$ cat src/sv/tlg_pkg.sv
// shared types and constants of the toroidal life generation engine
// used by tlg_ctrl, tlg_dpath and the top level; depends on nothing

package tlg_pkg;

  // grid side limit and storage word size
  localparam int GridDim    = 64;
  localparam int WordBits   = 64;
  localparam int DimW       = 7;
  localparam int RowW       = 6;
  localparam int IdxW       = 12;
  localparam int WordAddrW  = 7;

  // command carried by an input item
  typedef enum logic [1:0] {
    CMD_WRITE   = 2'd0,
    CMD_READ    = 2'd1,
    CMD_ADVANCE = 2'd2,
    CMD_NONE    = 2'd3
  } tlg_cmd_e;

  // which row register a fetched row lands in
  typedef enum logic [1:0] {
    DEST_PREV = 2'd0,
    DEST_CUR  = 2'd1,
    DEST_NEXT = 2'd2
  } tlg_dest_e;

  typedef enum logic [3:0] {
    S_IDLE,
    S_DECODE,
    S_F_LO,
    S_F_HI,
    S_F_ASM,
    S_PICK,
    S_COMPUTE,
    S_W_LO,
    S_W_HI,
    S_DONE
  } tlg_state_e;

  // controller to datapath
  typedef struct packed {
    logic      ld_item;
    logic      wr_item;
    logic      rd_item;
    logic      frow_last;
    logic      frow_zero;
    logic      frow_next;
    logic      y_clr;
    logic      advance;
    logic      rd_lo;
    logic      rd_hi;
    logic      cap_lo;
    logic      asm_en;
    tlg_dest_e dest;
    logic      next_from_save;
    logic      compute;
    logic      wr_lo;
    logic      wr_hi;
    logic      ld_res;
  } tlg_ctl_t;

  // datapath to controller
  typedef struct packed {
    tlg_cmd_e cmd;
    logic     in_grid;
    logic     last_row;
  } tlg_stat_t;

endpackage

$ cat src/sv/tlg_ctrl.sv
// sequencing state machine of the toroidal life generation engine
// depends on tlg_pkg; drives tlg_dpath through tlg_ctl_t

module tlg_ctrl
  import tlg_pkg::*;
(
  input  logic      clk_i,
  input  logic      rst_ni,
  input  logic      in_valid_i,
  output logic      in_ready_o,
  output logic      out_valid_o,
  input  logic      out_ready_i,
  input  tlg_stat_t stat_i,
  output tlg_ctl_t  ctl_o
);

  tlg_state_e state_q, state_d;
  tlg_dest_e  dest_q, dest_d;
  logic       out_valid_q, out_valid_d;

  always_ff @(posedge clk_i or negedge rst_ni) begin
    if (!rst_ni) begin
      state_q     <= S_IDLE;
      dest_q      <= DEST_PREV;
      out_valid_q <= 1'b0;
    end else begin
      state_q     <= state_d;
      dest_q      <= dest_d;
      out_valid_q <= out_valid_d;
    end
  end

  always_comb begin
    state_d   = state_q;
    dest_d    = dest_q;
    ctl_o     = '0;
    ctl_o.dest = dest_q;
    unique case (state_q)
      S_IDLE: begin
        if (in_valid_i) begin
          ctl_o.ld_item = 1'b1;
          state_d       = S_DECODE;
        end
      end
      S_DECODE: begin
        unique case (stat_i.cmd)
          CMD_WRITE: begin
            ctl_o.wr_item = stat_i.in_grid;
            state_d       = S_DONE;
          end
          CMD_READ: begin
            ctl_o.rd_item = stat_i.in_grid;
            state_d       = S_DONE;
          end
          CMD_ADVANCE: begin
            ctl_o.frow_last = 1'b1;
            ctl_o.y_clr     = 1'b1;
            dest_d          = DEST_PREV;
            state_d         = S_F_LO;
          end
          CMD_NONE: begin
            state_d = S_DONE;
          end
        endcase
      end
      S_F_LO: begin
        ctl_o.rd_lo = 1'b1;
        state_d     = S_F_HI;
      end
      S_F_HI: begin
        ctl_o.rd_hi  = 1'b1;
        ctl_o.cap_lo = 1'b1;
        state_d      = S_F_ASM;
      end
      S_F_ASM: begin
        ctl_o.asm_en = 1'b1;
        unique case (dest_q)
          DEST_PREV: begin
            ctl_o.frow_zero = 1'b1;
            dest_d          = DEST_CUR;
            state_d         = S_F_LO;
          end
          DEST_CUR:  state_d = S_PICK;
          DEST_NEXT: state_d = S_COMPUTE;
          default:   state_d = S_IDLE;
        endcase
      end
      S_PICK: begin
        // the row below the last one is the saved old row 0
        if (stat_i.last_row) begin
          ctl_o.next_from_save = 1'b1;
          state_d              = S_COMPUTE;
        end else begin
          ctl_o.frow_next = 1'b1;
          dest_d          = DEST_NEXT;
          state_d         = S_F_LO;
        end
      end
      S_COMPUTE: begin
        ctl_o.compute = 1'b1;
        state_d       = S_W_LO;
      end
      S_W_LO: begin
        ctl_o.wr_lo = 1'b1;
        state_d     = S_W_HI;
      end
      S_W_HI: begin
        ctl_o.wr_hi = 1'b1;
        if (stat_i.last_row) begin
          state_d = S_DONE;
        end else begin
          ctl_o.advance = 1'b1;
          state_d       = S_PICK;
        end
      end
      S_DONE: begin
        if (!out_valid_q || out_ready_i) begin
          ctl_o.ld_res = 1'b1;
          state_d      = S_IDLE;
        end
      end
      default: state_d = S_IDLE;
    endcase
  end

  always_comb begin
    out_valid_d = out_valid_q;
    if (ctl_o.ld_res) begin
      out_valid_d = 1'b1;
    end else if (out_ready_i) begin
      out_valid_d = 1'b0;
    end
  end

  assign in_ready_o  = (state_q == S_IDLE);
  assign out_valid_o = out_valid_q;

  a_accept_decodes: assert property (@(posedge clk_i) disable iff (!rst_ni)
    (state_q == S_IDLE && in_valid_i) |=> (state_q == S_DECODE))
    else $error("accepted item not decoded");

  a_result_slot_free: assert property (@(posedge clk_i) disable iff (!rst_ni)
    ctl_o.ld_res |-> (!out_valid_q || out_ready_i))
    else $error("result overwrites an undelivered item");

  a_one_read: assert property (@(posedge clk_i) disable iff (!rst_ni)
    $onehot0({ctl_o.rd_item, ctl_o.rd_lo, ctl_o.rd_hi}))
    else $error("read port driven twice");

  a_one_write: assert property (@(posedge clk_i) disable iff (!rst_ni)
    $onehot0({ctl_o.wr_item, ctl_o.wr_lo, ctl_o.wr_hi}))
    else $error("write port driven twice");

endmodule

$ cat config.mk
export PLATFORM = sky130hd
export DESIGN_NAME = tlg_ctrl
export DESIGN_NICKNAME = d
export VERILOG_FILES = /design/src/sv/tlg_pkg.sv /design/src/sv/tlg_ctrl.sv
export SDC_FILE = /design/constraint.sdc
export NUM_CORES = 1
export LEC_CHECK = 0
export BUFFER_PORTS_ARGS = -buffer_cell sky130_fd_sc_hd__buf_2
export CORE_MARGIN = 4
export CORE_UTILIZATION = 42
export DETAILED_ROUTE_END_ITERATION = 8
export GPL_TIMING_DRIVEN = 0
export PLACE_DENSITY = 0.84
export SLEW_MARGIN = 20
export SYNTH_ARGS = -nofsm -noshare
export SYNTH_HDL_FRONTEND = slang
export SYNTH_SLANG_ARGS = --single-unit
$ cat constraint.sdc
create_clock -name clk_i -period 1.4 [get_ports clk_i]
set_input_delay 0.28 -clock clk_i [delete_from_list [all_inputs] [get_ports clk_i]]
set_output_delay 0.28 -clock clk_i [all_outputs]
set_load 0.02 [all_outputs]
==> report_table.html, run 1 <==
<table>
<tr><th>Metric</th><th>Value</th></tr>
<tr><th colspan="2">Outcome</th></tr>
<tr><td>Result of the run</td><td>complete, but fails checks</td></tr>
<tr><td>Violations in the final reports</td><td>negative setup slack</td></tr>
<tr><th colspan="2">Critical path</th></tr>
<tr><td>Crit-path max FO</td><td>5</td></tr>
<tr><td>Data required time at the worst endpoint</td><td>1.12 ns</td></tr>
<tr><td>CP Cell Sequence</td><td>nor4b_4, and3b_2, buf_6, buf_6</td></tr>
<tr><td>Worst reg2reg path depth</td><td>6</td></tr>
<tr><td>Endpoint kind of the worst setup timing path</td><td>output pin</td></tr>
<tr><td>Worst Setup Path Type</td><td>register to output pin</td></tr>
<tr><td>Crit. path cell count</td><td>4</td></tr>
<tr><td>Cell with the largest stage delay on the worst path</td><td>sky130_fd_sc_hd__dfrtp_2</td></tr>
<tr><td>Type of origin of the critical path</td><td>register</td></tr>
<tr><td>CP bufs+invs</td><td>2</td></tr>
<tr><td>Worst path most repeated cell</td><td>sky130_fd_sc_hd__buf_6</td></tr>
<tr><td>Arrival time of data at the critical path endpoint</td><td>1.56 ns</td></tr>
<tr><td>Largest delay contributor family on the critical path</td><td>simple AND/OR/NAND/NOR gates</td></tr>
<tr><td>Delay of the slowest cell on the worst path</td><td>0.46 ns</td></tr>
<tr><th colspan="2">Detailed routing</th></tr>
<tr><td>Starting DRT DRC Count</td><td>14</td></tr>
<tr><td>Routed wire per std cell</td><td>18.3 µm</td></tr>
<tr><td>Per-cell via count in the routed design</td><td>5.57</td></tr>
<tr><td>Number of antenna-violating nets in the routed design</td><td>0</td></tr>
<tr><td>DRC violations left</td><td>0</td></tr>
<tr><td>First-pass DRT Iterations</td><td>4</td></tr>
<tr><td>Total vias in the final route</td><td>807</td></tr>
<tr><td>Post-Route WL</td><td>2660 µm</td></tr>
<tr><th colspan="2">Floorplanning</th></tr>
<tr><td>Die Footprint</td><td>2360 µm²</td></tr>
<tr><td>Overall die width</td><td>48.6 µm</td></tr>
<tr><td>Core Region</td><td>1520 µm²</td></tr>
<tr><td>Starting density of the core</td><td>45.4%</td></tr>
<tr><td>Height of the die</td><td>48.6 µm</td></tr>
<tr><td>I/O pin cnt</td><td>29</td></tr>
<tr><td>Row cnt</td><td>14</td></tr>
<tr><th colspan="2">Yosys</th></tr>
<tr><td>Post-Synthesis Net Count</td><td>88</td></tr>
<tr><td>Share of the synthesized area in the top cell type</td><td>25.3%</td></tr>
<tr><td>Cells after synthesis</td><td>76</td></tr>
<tr><td>Warning count from the yosys run</td><td>0</td></tr>
<tr><td>Most area-hungry cell type in the Yosys netlist</td><td>sky130_fd_sc_hd__dfrtp_1</td></tr>
<tr><td>Synth top area cells</td><td>sky130_fd_sc_hd__dfrtp_1 25%, sky130_fd_sc_hd__ha_1 7.2%, sky130_fd_sc_hd__buf_4 4.3%</td></tr>
<tr><td>Synthesized area per cell</td><td>9.10 µm²</td></tr>
<tr><td>Number of register bits inferred by synthesis</td><td>7</td></tr>
<tr><td>Distinct cells, synth</td><td>41</td></tr>
<tr><td>Sequential share of the synthesized area</td><td>25.3%</td></tr>
<tr><td>Netlist Area Pre-Place</td><td>692 µm²</td></tr>
<tr><th colspan="2">Clock tree</th></tr>
<tr><td>CTS tree</td><td>done</td></tr>
<tr><td>Root buffer selected by CTS</td><td>sky130_fd_sc_hd__clkbuf_4</td></tr>
<tr><td>TritonCTS buffer count</td><td>3</td></tr>
<tr><td>Clock insertion delay at the later pin of the skew report</td><td>0.26 ns</td></tr>
<tr><td># H-tree levels</td><td>1</td></tr>
<tr><td>Clock net sink count</td><td>7</td></tr>
<tr><td>Number of buffers between clock root and the deepest sink</td><td>2</td></tr>
<tr><td>Clock-pin slew of the registers on the worst-case setup and hold paths</td><td>0.06 ns</td></tr>
<tr><th colspan="2">Place</th></tr>
<tr><td>Weighted congestion at the end of routability-driven global placement</td><td>0.768</td></tr>
<tr><td>Post-detail-place hpwl</td><td>1420 µm</td></tr>
<tr><td>Placed Cells</td><td>120</td></tr>
<tr><td>Number of I/O port buffers</td><td>28</td></tr>
<tr><td>Setup slack after placement</td><td>-0.310 ns</td></tr>
<tr><td>Cell area reported after detailed placement</td><td>933 µm²</td></tr>
<tr><th colspan="2">Layout</th></tr>
<tr><td>Share of post-route cells with drive strength above 1</td><td>75.2%</td></tr>
<tr><td>Cell area after layout</td><td>1380 µm²</td></tr>
<tr><td>Net count, final</td><td>142</td></tr>
<tr><td>Fraction of the core area covered by cells at the end of the flow</td><td>90.3%</td></tr>
<tr><td>Final instance count without filler cells</td><td>145</td></tr>
<tr><td>Area grow syn2layout</td><td>98.9%</td></tr>
<tr><td>Antenna cells</td><td>0</td></tr>
<tr><th colspan="2">Worst hold path</th></tr>
<tr><td>Hold crit path type</td><td>primary input to asynchronous set/reset pin</td></tr>
<tr><th colspan="2">STA</th></tr>
<tr><td>Post-Route Skew</td><td>0.00845 ns</td></tr>
<tr><td>Crit path time final</td><td>1.84 ns</td></tr>
<tr><td>Slew at the pin closest to its max-slew limit</td><td>0.371 ns</td></tr>
<tr><td>Crit share post-route</td><td>131%</td></tr>
<tr><td>Number of failing hold endpoints at the final stage</td><td>0</td></tr>
<tr><td>Worst slew margin relative to its limit</td><td>75.3%</td></tr>
<tr><td>Upper clock frequency limit</td><td>544 MHz</td></tr>
<tr><td>Finish-stage setup viols</td><td>24</td></tr>
<tr><td>RSZ-0062 raised after global routing</td><td>yes</td></tr>
<tr><td>Count of pins over their slew limit</td><td>0</td></tr>
<tr><td>Worst path setup slack after routing</td><td>-0.438 ns</td></tr>
<tr><th colspan="2">Global routing</th></tr>
<tr><td>Met2 track demand over resource</td><td>33.9%</td></tr>
<tr><td>Largest net degree at the start of global routing</td><td>11</td></tr>
<tr><td>Most utilized layer in the global route result</td><td>met2</td></tr>
<tr><td>Initial antenna violation count</td><td>0</td></tr>
<tr><td>Met1 routing resource usage after global routing</td><td>20.5%</td></tr>
<tr><td>Total routing usage reported by global routing</td><td>19.7%</td></tr>
<tr><td>Global-route wire length before repair</td><td>3630 µm</td></tr>
<tr><td>Via count of the first global-routing pass</td><td>791</td></tr>
<tr><td>Global routing usage on met3</td><td>10.1%</td></tr>
<tr><td>Remaining global-route overflow</td><td>0</td></tr>
<tr><th colspan="2">Power and ir drop</th></tr>
<tr><td>Overall power consumption</td><td>0.00302 W</td></tr>
<tr><td>P_leak</td><td>0.645 nW</td></tr>
<tr><td>Worst IR drop on VDD</td><td>1.49 mV</td></tr>
<tr><td>P per Cell Area</td><td>2200 nW/µm²</td></tr>
<tr><th colspan="2">Job</th></tr>
<tr><td>Total of max-cap violations</td><td>0</td></tr>
</table>
==> final timing paths <==
check | slack (ns) | end | from
max in group asynchronous | 0.84 | dest_q[0] | rst_ni
worst min register to register | 0.63 | dest_q[1] | dest_q[1]
worst max register to register | -0.17 | state_q[0] | state_q[2]
worst min-delay path | 0.38 | out_valid_o | rst_ni
worst max-delay path | -0.44 | ctl_o[15] | state_q[3]
min in group clk_i | 0.41 | state_q[3] | stat_i[0]
==> routing by layer <==
metal | up-vias | routed length, µm
met3 | 10 | 176
met1 | 383 | 1050
met5 | - | 0
met2 | 34 | 1340
met4 | 0 | 80
li1 | 380 | -
==> area by class of cell <==
cell class | instances | area (µm²)
sequential | 7 | 180
multi-input combinational | 54 | 603
buffer | 8 | 97.6
fill | 65 | 148
clock buffer | 4 | 26.3
timing repair buffer | 50 | 427
tap | 16 | 20.0
inverter | 6 | 22.5
==> flip-flops by register name, indices dropped and copies added, names as in the netlist <==
register     count
dest_q           2
out_valid_o      1
state_q          4
==> report_power, final <==
group          internal, W  total [W]  switching, W
clock             0.000109   0.000189     0.0000797
sequential        0.000297   0.000394     0.0000968
combinational      0.00128    0.00244       0.00116
total              0.00168    0.00302       0.00134
==> Yosys cell counts (all sizes together) <==
master and n:
a2111oi 1, or3 2, mux2 1, nand2b 3, and3b 1, a221oi 2, o22ai 1, mux2i 1
nor4 2, nor2b 1, nor2 7, nand3b 1, nor3 3, a21o 1, inv 6, and2 4
a311o 1, a221o 1, a22oi 1, and2b 1, and3 2, a21oi 1, and4b 1, ha 4
dfrtp 7, or2 1, and4bb 1, a2bb2oi 2, nand2 2, buf 9, nor4bb 1, nor4b 2
o21ai 1, o31ai 1
==> layout by cell type (no fill, tap or decap), types with 3 or more instances in the layout <==
cell / n
sky130_fd_sc_hd__clkbuf_4: 3
sky130_fd_sc_hd__ha_1: 3
sky130_fd_sc_hd__buf_2: 11
sky130_fd_sc_hd__dfrtp_1: 3
sky130_fd_sc_hd__dfrtp_2: 4
sky130_fd_sc_hd__buf_6: 23
sky130_fd_sc_hd__buf_4: 20
sky130_fd_sc_hd__inv_2: 4
sky130_fd_sc_hd__nor2_1: 6
sky130_fd_sc_hd__and2_4: 3
==> through the flow <==
stage                     hold WS (ns)  TNS [ns]
after floorplan                -0.0156    -0.927
after global placement           0.114     -1.54
after detailed placement         0.120     -2.22
after CTS                        0.363     -6.11
after global routing             0.402     -7.89
final                            0.377     -6.75
==> logic make-up (layout without fill, tap and decap cells) <==
family,Yosys count,after routing,synth area share [%]
AO/OA/AOI/OAI,13,13,16.8
adder cells (fa/ha/maj),4,4,7.23
buffers and inverters,15,68,12.1
flip-flops,7,7,25.3
multiplexers,2,2,3.07
AND/OR/NAND/NOR,35,35,35.4
==> repair_timing <==
item / 4_1_cts / 5_1_grt
setup buffers: 12 / 10
endpoints found under the setup margin: 23 / 23
hold buffers: 1 / 0
resized for setup: 40 / 25
endpoints found under the hold margin: 7 / 0
cloned: 0 / 0
pin swaps: 11 / 12
Note: power is estimated with default switching activity, not from simulation.
==> run 2, diff against run 1 <==
--- a/config.mk
+++ b/config.mk
@@ -8,8 +8,8 @@
 export BUFFER_PORTS_ARGS = -buffer_cell sky130_fd_sc_hd__buf_2
 export CORE_MARGIN = 4
-export CORE_UTILIZATION = 42
+export CORE_UTILIZATION = 46
 export DETAILED_ROUTE_END_ITERATION = 8
 export GPL_TIMING_DRIVEN = 0
-export PLACE_DENSITY = 0.84
+export PLACE_DENSITY = 0.87
 export SLEW_MARGIN = 20
 export SYNTH_ARGS = -nofsm -noshare
==> constraint.sdc (replaced) <==
create_clock -name clk_i -period 2.1 [get_ports clk_i]
set_input_delay 0.42 -clock clk_i [delete_from_list [all_inputs] [get_ports clk_i]]
set_output_delay 0.42 -clock clk_i [all_outputs]
set_load 0.005 [all_outputs]
==> run 2 against run 1 <==
Net effect: the run now ends clean; via count shrank 13%; die area shrank 7.3%; flip-flop and latch count is the same; count of clock-buffer cells in the layout is the same; sequential power shrank 39%; core utilization shrank 24 points; combinational power shrank 69%; worst setup slack gained 0.53 ns; critical path depth grew 1; non-clock buffer count shrank 20.
==> report_table.html, run 2 (same netlist as run 1, synthesis figures left out) <==
<table>
<tr><th>Metric</th><th>Value</th></tr>
<tr><th colspan="2">STA</th></tr>
<tr><td>Worst path setup slack after routing</td><td>0.0875 ns (+0.525 ns)</td></tr>
<tr><td>Total negative slack for setup checks</td><td>0 ns (+6.75 ns)</td></tr>
<tr><td>Post-Route Skew</td><td>0.00792 ns (-0.000531 ns)</td></tr>
<tr><td>Count of pins over their slew limit</td><td>0 (unchanged)</td></tr>
<tr><td>RSZ-0062 raised after global routing</td><td>no</td></tr>
<tr><td>Crit path time final</td><td>2.01 ns</td></tr>
<tr><td>Finish-stage setup viols</td><td>0 (-100%)</td></tr>
<tr><td>Crit share post-route</td><td>95.8%</td></tr>
<tr><td>Upper clock frequency limit</td><td>497 MHz</td></tr>
<tr><td>Number of failing hold endpoints at the final stage</td><td>0 (unchanged)</td></tr>
<tr><td>Slew at the pin closest to its max-slew limit</td><td>0.388 ns (+0.0167 ns)</td></tr>
<tr><td>Worst slew margin relative to its limit</td><td>73.9% (-1.3 points)</td></tr>
<tr><th colspan="2">Layout</th></tr>
<tr><td>Share of post-route cells with drive strength above 1</td><td>48.6% (-27 points)</td></tr>
<tr><td>Most frequent standard cell in the layout excluding fill and tap cells</td><td>sky130_fd_sc_hd__buf_2</td></tr>
<tr><td>Antenna cells</td><td>0 (unchanged)</td></tr>
<tr><td>Largest register by flop count</td><td>state_q</td></tr>
<tr><td>Number of flip-flops in the largest register</td><td>4 (unchanged)</td></tr>
<tr><td>Net count, final</td><td>122 (-14%)</td></tr>
<tr><td>Fraction of the core area covered by cells at the end of the flow</td><td>65.9% (-24 points)</td></tr>
<tr><td>Commonest cells after routing, fill and taps aside</td><td>31 x sky130_fd_sc_hd__buf_2, 7 x sky130_fd_sc_hd__nor2_1, 7 x sky130_fd_sc_hd__dfrtp_1, 5 x sky130_fd_sc_hd__inv_1</td></tr>
<tr><td>Final instance count without filler cells</td><td>124 (-14%)</td></tr>
<tr><td>Area grow syn2layout</td><td>30.2%</td></tr>
<tr><th colspan="2">Critical path</th></tr>
<tr><td>Worst Setup Path Type</td><td>register to output pin</td></tr>
<tr><td>Cell with the largest stage delay on the worst path</td><td>sky130_fd_sc_hd__dfrtp_1</td></tr>
<tr><td>R2R Path End</td><td>dest_q[0]</td></tr>
<tr><td>Critical register-to-register path startpoint</td><td>dest_q[0]</td></tr>
<tr><td>Type of origin of the critical path</td><td>register</td></tr>
<tr><td>Crit-path max FO</td><td>4 (-1)</td></tr>
<tr><td>Largest delay contributor family on the critical path</td><td>simple AND/OR/NAND/NOR gates</td></tr>
<tr><td>Setup slack on the worst flop-to-flop path</td><td>0.64 ns (+0.81 ns)</td></tr>
<tr><td>Data required time at the worst endpoint</td><td>1.68 ns (+0.56 ns)</td></tr>
<tr><td>Worst reg2reg path depth</td><td>5 (-1)</td></tr>
<tr><td>CP bufs+invs</td><td>2 (unchanged)</td></tr>
<tr><td>Delay of the slowest cell on the worst path</td><td>0.43 ns (-0.03 ns)</td></tr>
<tr><td>CP Cell Sequence</td><td>nand2b_2, or3_4, nor2b_1, buf_4, buf_2</td></tr>
<tr><td>Arrival time of data at the critical path endpoint</td><td>1.59 ns (+0.03 ns)</td></tr>
<tr><td>Endpoint kind of the worst setup timing path</td><td>output pin</td></tr>
<tr><th colspan="2">Global routing</th></tr>
<tr><td>Total routing usage reported by global routing</td><td>16.7% (-3.0 points)</td></tr>
<tr><td>Initial antenna violation count</td><td>0 (unchanged)</td></tr>
<tr><td>Largest net degree at the start of global routing</td><td>11 (unchanged)</td></tr>
<tr><td>Remaining global-route overflow</td><td>0 (unchanged)</td></tr>
<tr><td>Via count of the first global-routing pass</td><td>627 (-21%)</td></tr>
<tr><td>Global-route wire length before repair</td><td>2670 µm (-26%)</td></tr>
<tr><th colspan="2">Detailed routing</th></tr>
<tr><td>Starting DRT DRC Count</td><td>4 (-10)</td></tr>
<tr><td>DRC violations left</td><td>0 (unchanged)</td></tr>
<tr><td>Per-cell via count in the routed design</td><td>5.69 (+2.3%)</td></tr>
<tr><td>Routed wire per std cell</td><td>13.3 µm (-28%)</td></tr>
<tr><td>Number of antenna-violating nets in the routed design</td><td>0 (unchanged)</td></tr>
<tr><td>Total met3 wirelength after detailed routing</td><td>139 µm (-21%)</td></tr>
<tr><td>Total vias in the final route</td><td>706 (-13%)</td></tr>
<tr><td>Met2 wire length</td><td>761 µm (-43%)</td></tr>
<tr><td>First-pass DRT Iterations</td><td>4 (unchanged)</td></tr>
<tr><td>Met1 wire length</td><td>727 µm (-31%)</td></tr>
<tr><td>Post-Route WL</td><td>1650 µm (-38%)</td></tr>
<tr><td>Highest routed layer</td><td>met4</td></tr>
<tr><th colspan="2">Floorplanning</th></tr>
<tr><td>Die Footprint</td><td>2190 µm² (-7.3%)</td></tr>
<tr><td>Height of the die</td><td>46.8 µm (-3.7%)</td></tr>
<tr><td>Overall die width</td><td>46.8 µm (-3.7%)</td></tr>
<tr><td>Starting density of the core</td><td>50.6% (+5.2 points)</td></tr>
<tr><td>Row cnt</td><td>13 (-1)</td></tr>
<tr><td>I/O pin cnt</td><td>29 (unchanged)</td></tr>
<tr><td>Core Region</td><td>1370 µm² (-10%)</td></tr>
<tr><th colspan="2">Clock tree</th></tr>
<tr><td>CTS tree</td><td>done</td></tr>
<tr><td>Root buffer selected by CTS</td><td>sky130_fd_sc_hd__clkbuf_4</td></tr>
<tr><td>TritonCTS buffer count</td><td>3 (unchanged)</td></tr>
<tr><td>Clock-pin slew of the registers on the worst-case setup and hold paths</td><td>0.06 ns (about the same)</td></tr>
<tr><td>Number of buffers between clock root and the deepest sink</td><td>2 (unchanged)</td></tr>
<tr><td>Clock insertion delay at the later pin of the skew report</td><td>0.26 ns (about the same)</td></tr>
<tr><td>Clock net sink count</td><td>7 (unchanged)</td></tr>
<tr><td># H-tree levels</td><td>1 (unchanged)</td></tr>
<tr><th colspan="2">Power and ir drop</th></tr>
<tr><td>Worst IR drop on VDD</td><td>0.608 mV (-59%)</td></tr>
<tr><td>P per Cell Area</td><td>1250 nW/µm² (-43%)</td></tr>
<tr><td>P_leak</td><td>0.482 nW (-25%)</td></tr>
<tr><th colspan="2">Worst hold path</th></tr>
<tr><td>Startpoint of the most critical hold path</td><td>stat_i[0]</td></tr>
<tr><td>Hold crit path type</td><td>primary input to register</td></tr>
<tr><td>Worst Hold Endpoint</td><td>state_q[3]</td></tr>
<tr><td>Count of cells along the worst hold path</td><td>2</td></tr>
<tr><th colspan="2">Outcome</th></tr>
<tr><td>Result of the run</td><td>complete, no violations</td></tr>
<tr><th colspan="2">Place</th></tr>
<tr><td>Post-detail-place hpwl</td><td>1310 µm (-8.0%)</td></tr>
<tr><td>Placed Cells</td><td>119 (-0.83%)</td></tr>
<tr><td>Setup slack after placement</td><td>0.320 ns (+0.630 ns)</td></tr>
<tr><td>Weighted congestion at the end of routability-driven global placement</td><td>0.815 (+6.0%)</td></tr>
<tr><td>Number of I/O port buffers</td><td>28 (unchanged)</td></tr>
<tr><th colspan="2">Job</th></tr>
<tr><td>Total of max-cap violations</td><td>0 (unchanged)</td></tr>
</table>
run 2: repair_timing:
action	4_1_cts	5_1_grt
gates resized for setup	0	3
hold buffers	1	0
hold endpoints to repair	3	0
endpoints found under the setup margin	0	3
setup buffers	0	0
run 2: layout make-up:
type	instances	area, µm²
tap	15	18.8
buffer	9	63.8
clock buffer	4	26.3
multi-input combinational	54	444
timing repair buffer	29	150
fill	120	465
sequential	7	175
inverter	6	22.5
run 2: metrics by stage:
stage	total power (W)	hold WS (ns)	cell area, µm²
after floorplan	0.000786	0.124	692
after global placement	0.000966	0.267	851
after detailed placement	0.000984	0.270	851
after CTS	0.00111	0.480	887
after global routing	0.00124	0.500	901
final	0.00113	0.478	901
run 2: power by group:
| group | internal, W | switching, W |
|---|---|---|
| clock network | 0.0000730 | 0.0000568 |
| registers | 0.000191 | 0.0000493 |
| logic | 0.000377 | 0.000379 |
| total | 0.000641 | 0.000485 |
run 2: worst reg2reg max path: cells and delay by family, from the launching register on:
family,cells,cell delay (ns)
DFF,1,0.42
AOI/OAI and AO/OA,3,0.61
adders and majority gates,1,0.21
buffers and inverters,1,0.10
run 2: routing by layer:
layer | global-route usage, % | vias to the layer above
met2 | 29.3 | 29
met4 | 4.97 | 0
met3 | 2.30 | 5
li1 | - | 337
met5 | 0 | -
met1 | 21.2 | 335
run 2: worst max-delay path by stage:
stage	endpoint	start	slack [ns]	cells past startpoint
global route	ctl_o[18]	state_q[0]	0.01	5
detailed placement	ctl_o[15]	state_q[1]	0.32	5
global placement	ctl_o[15]	state_q[1]	0.35	5
CTS	ctl_o[15]	state_q[1]	0.06	5
floorplan	ctl_o[18]	state_q[1]	0.46	4
finish	ctl_o[0]	state_q[2]	0.09	5
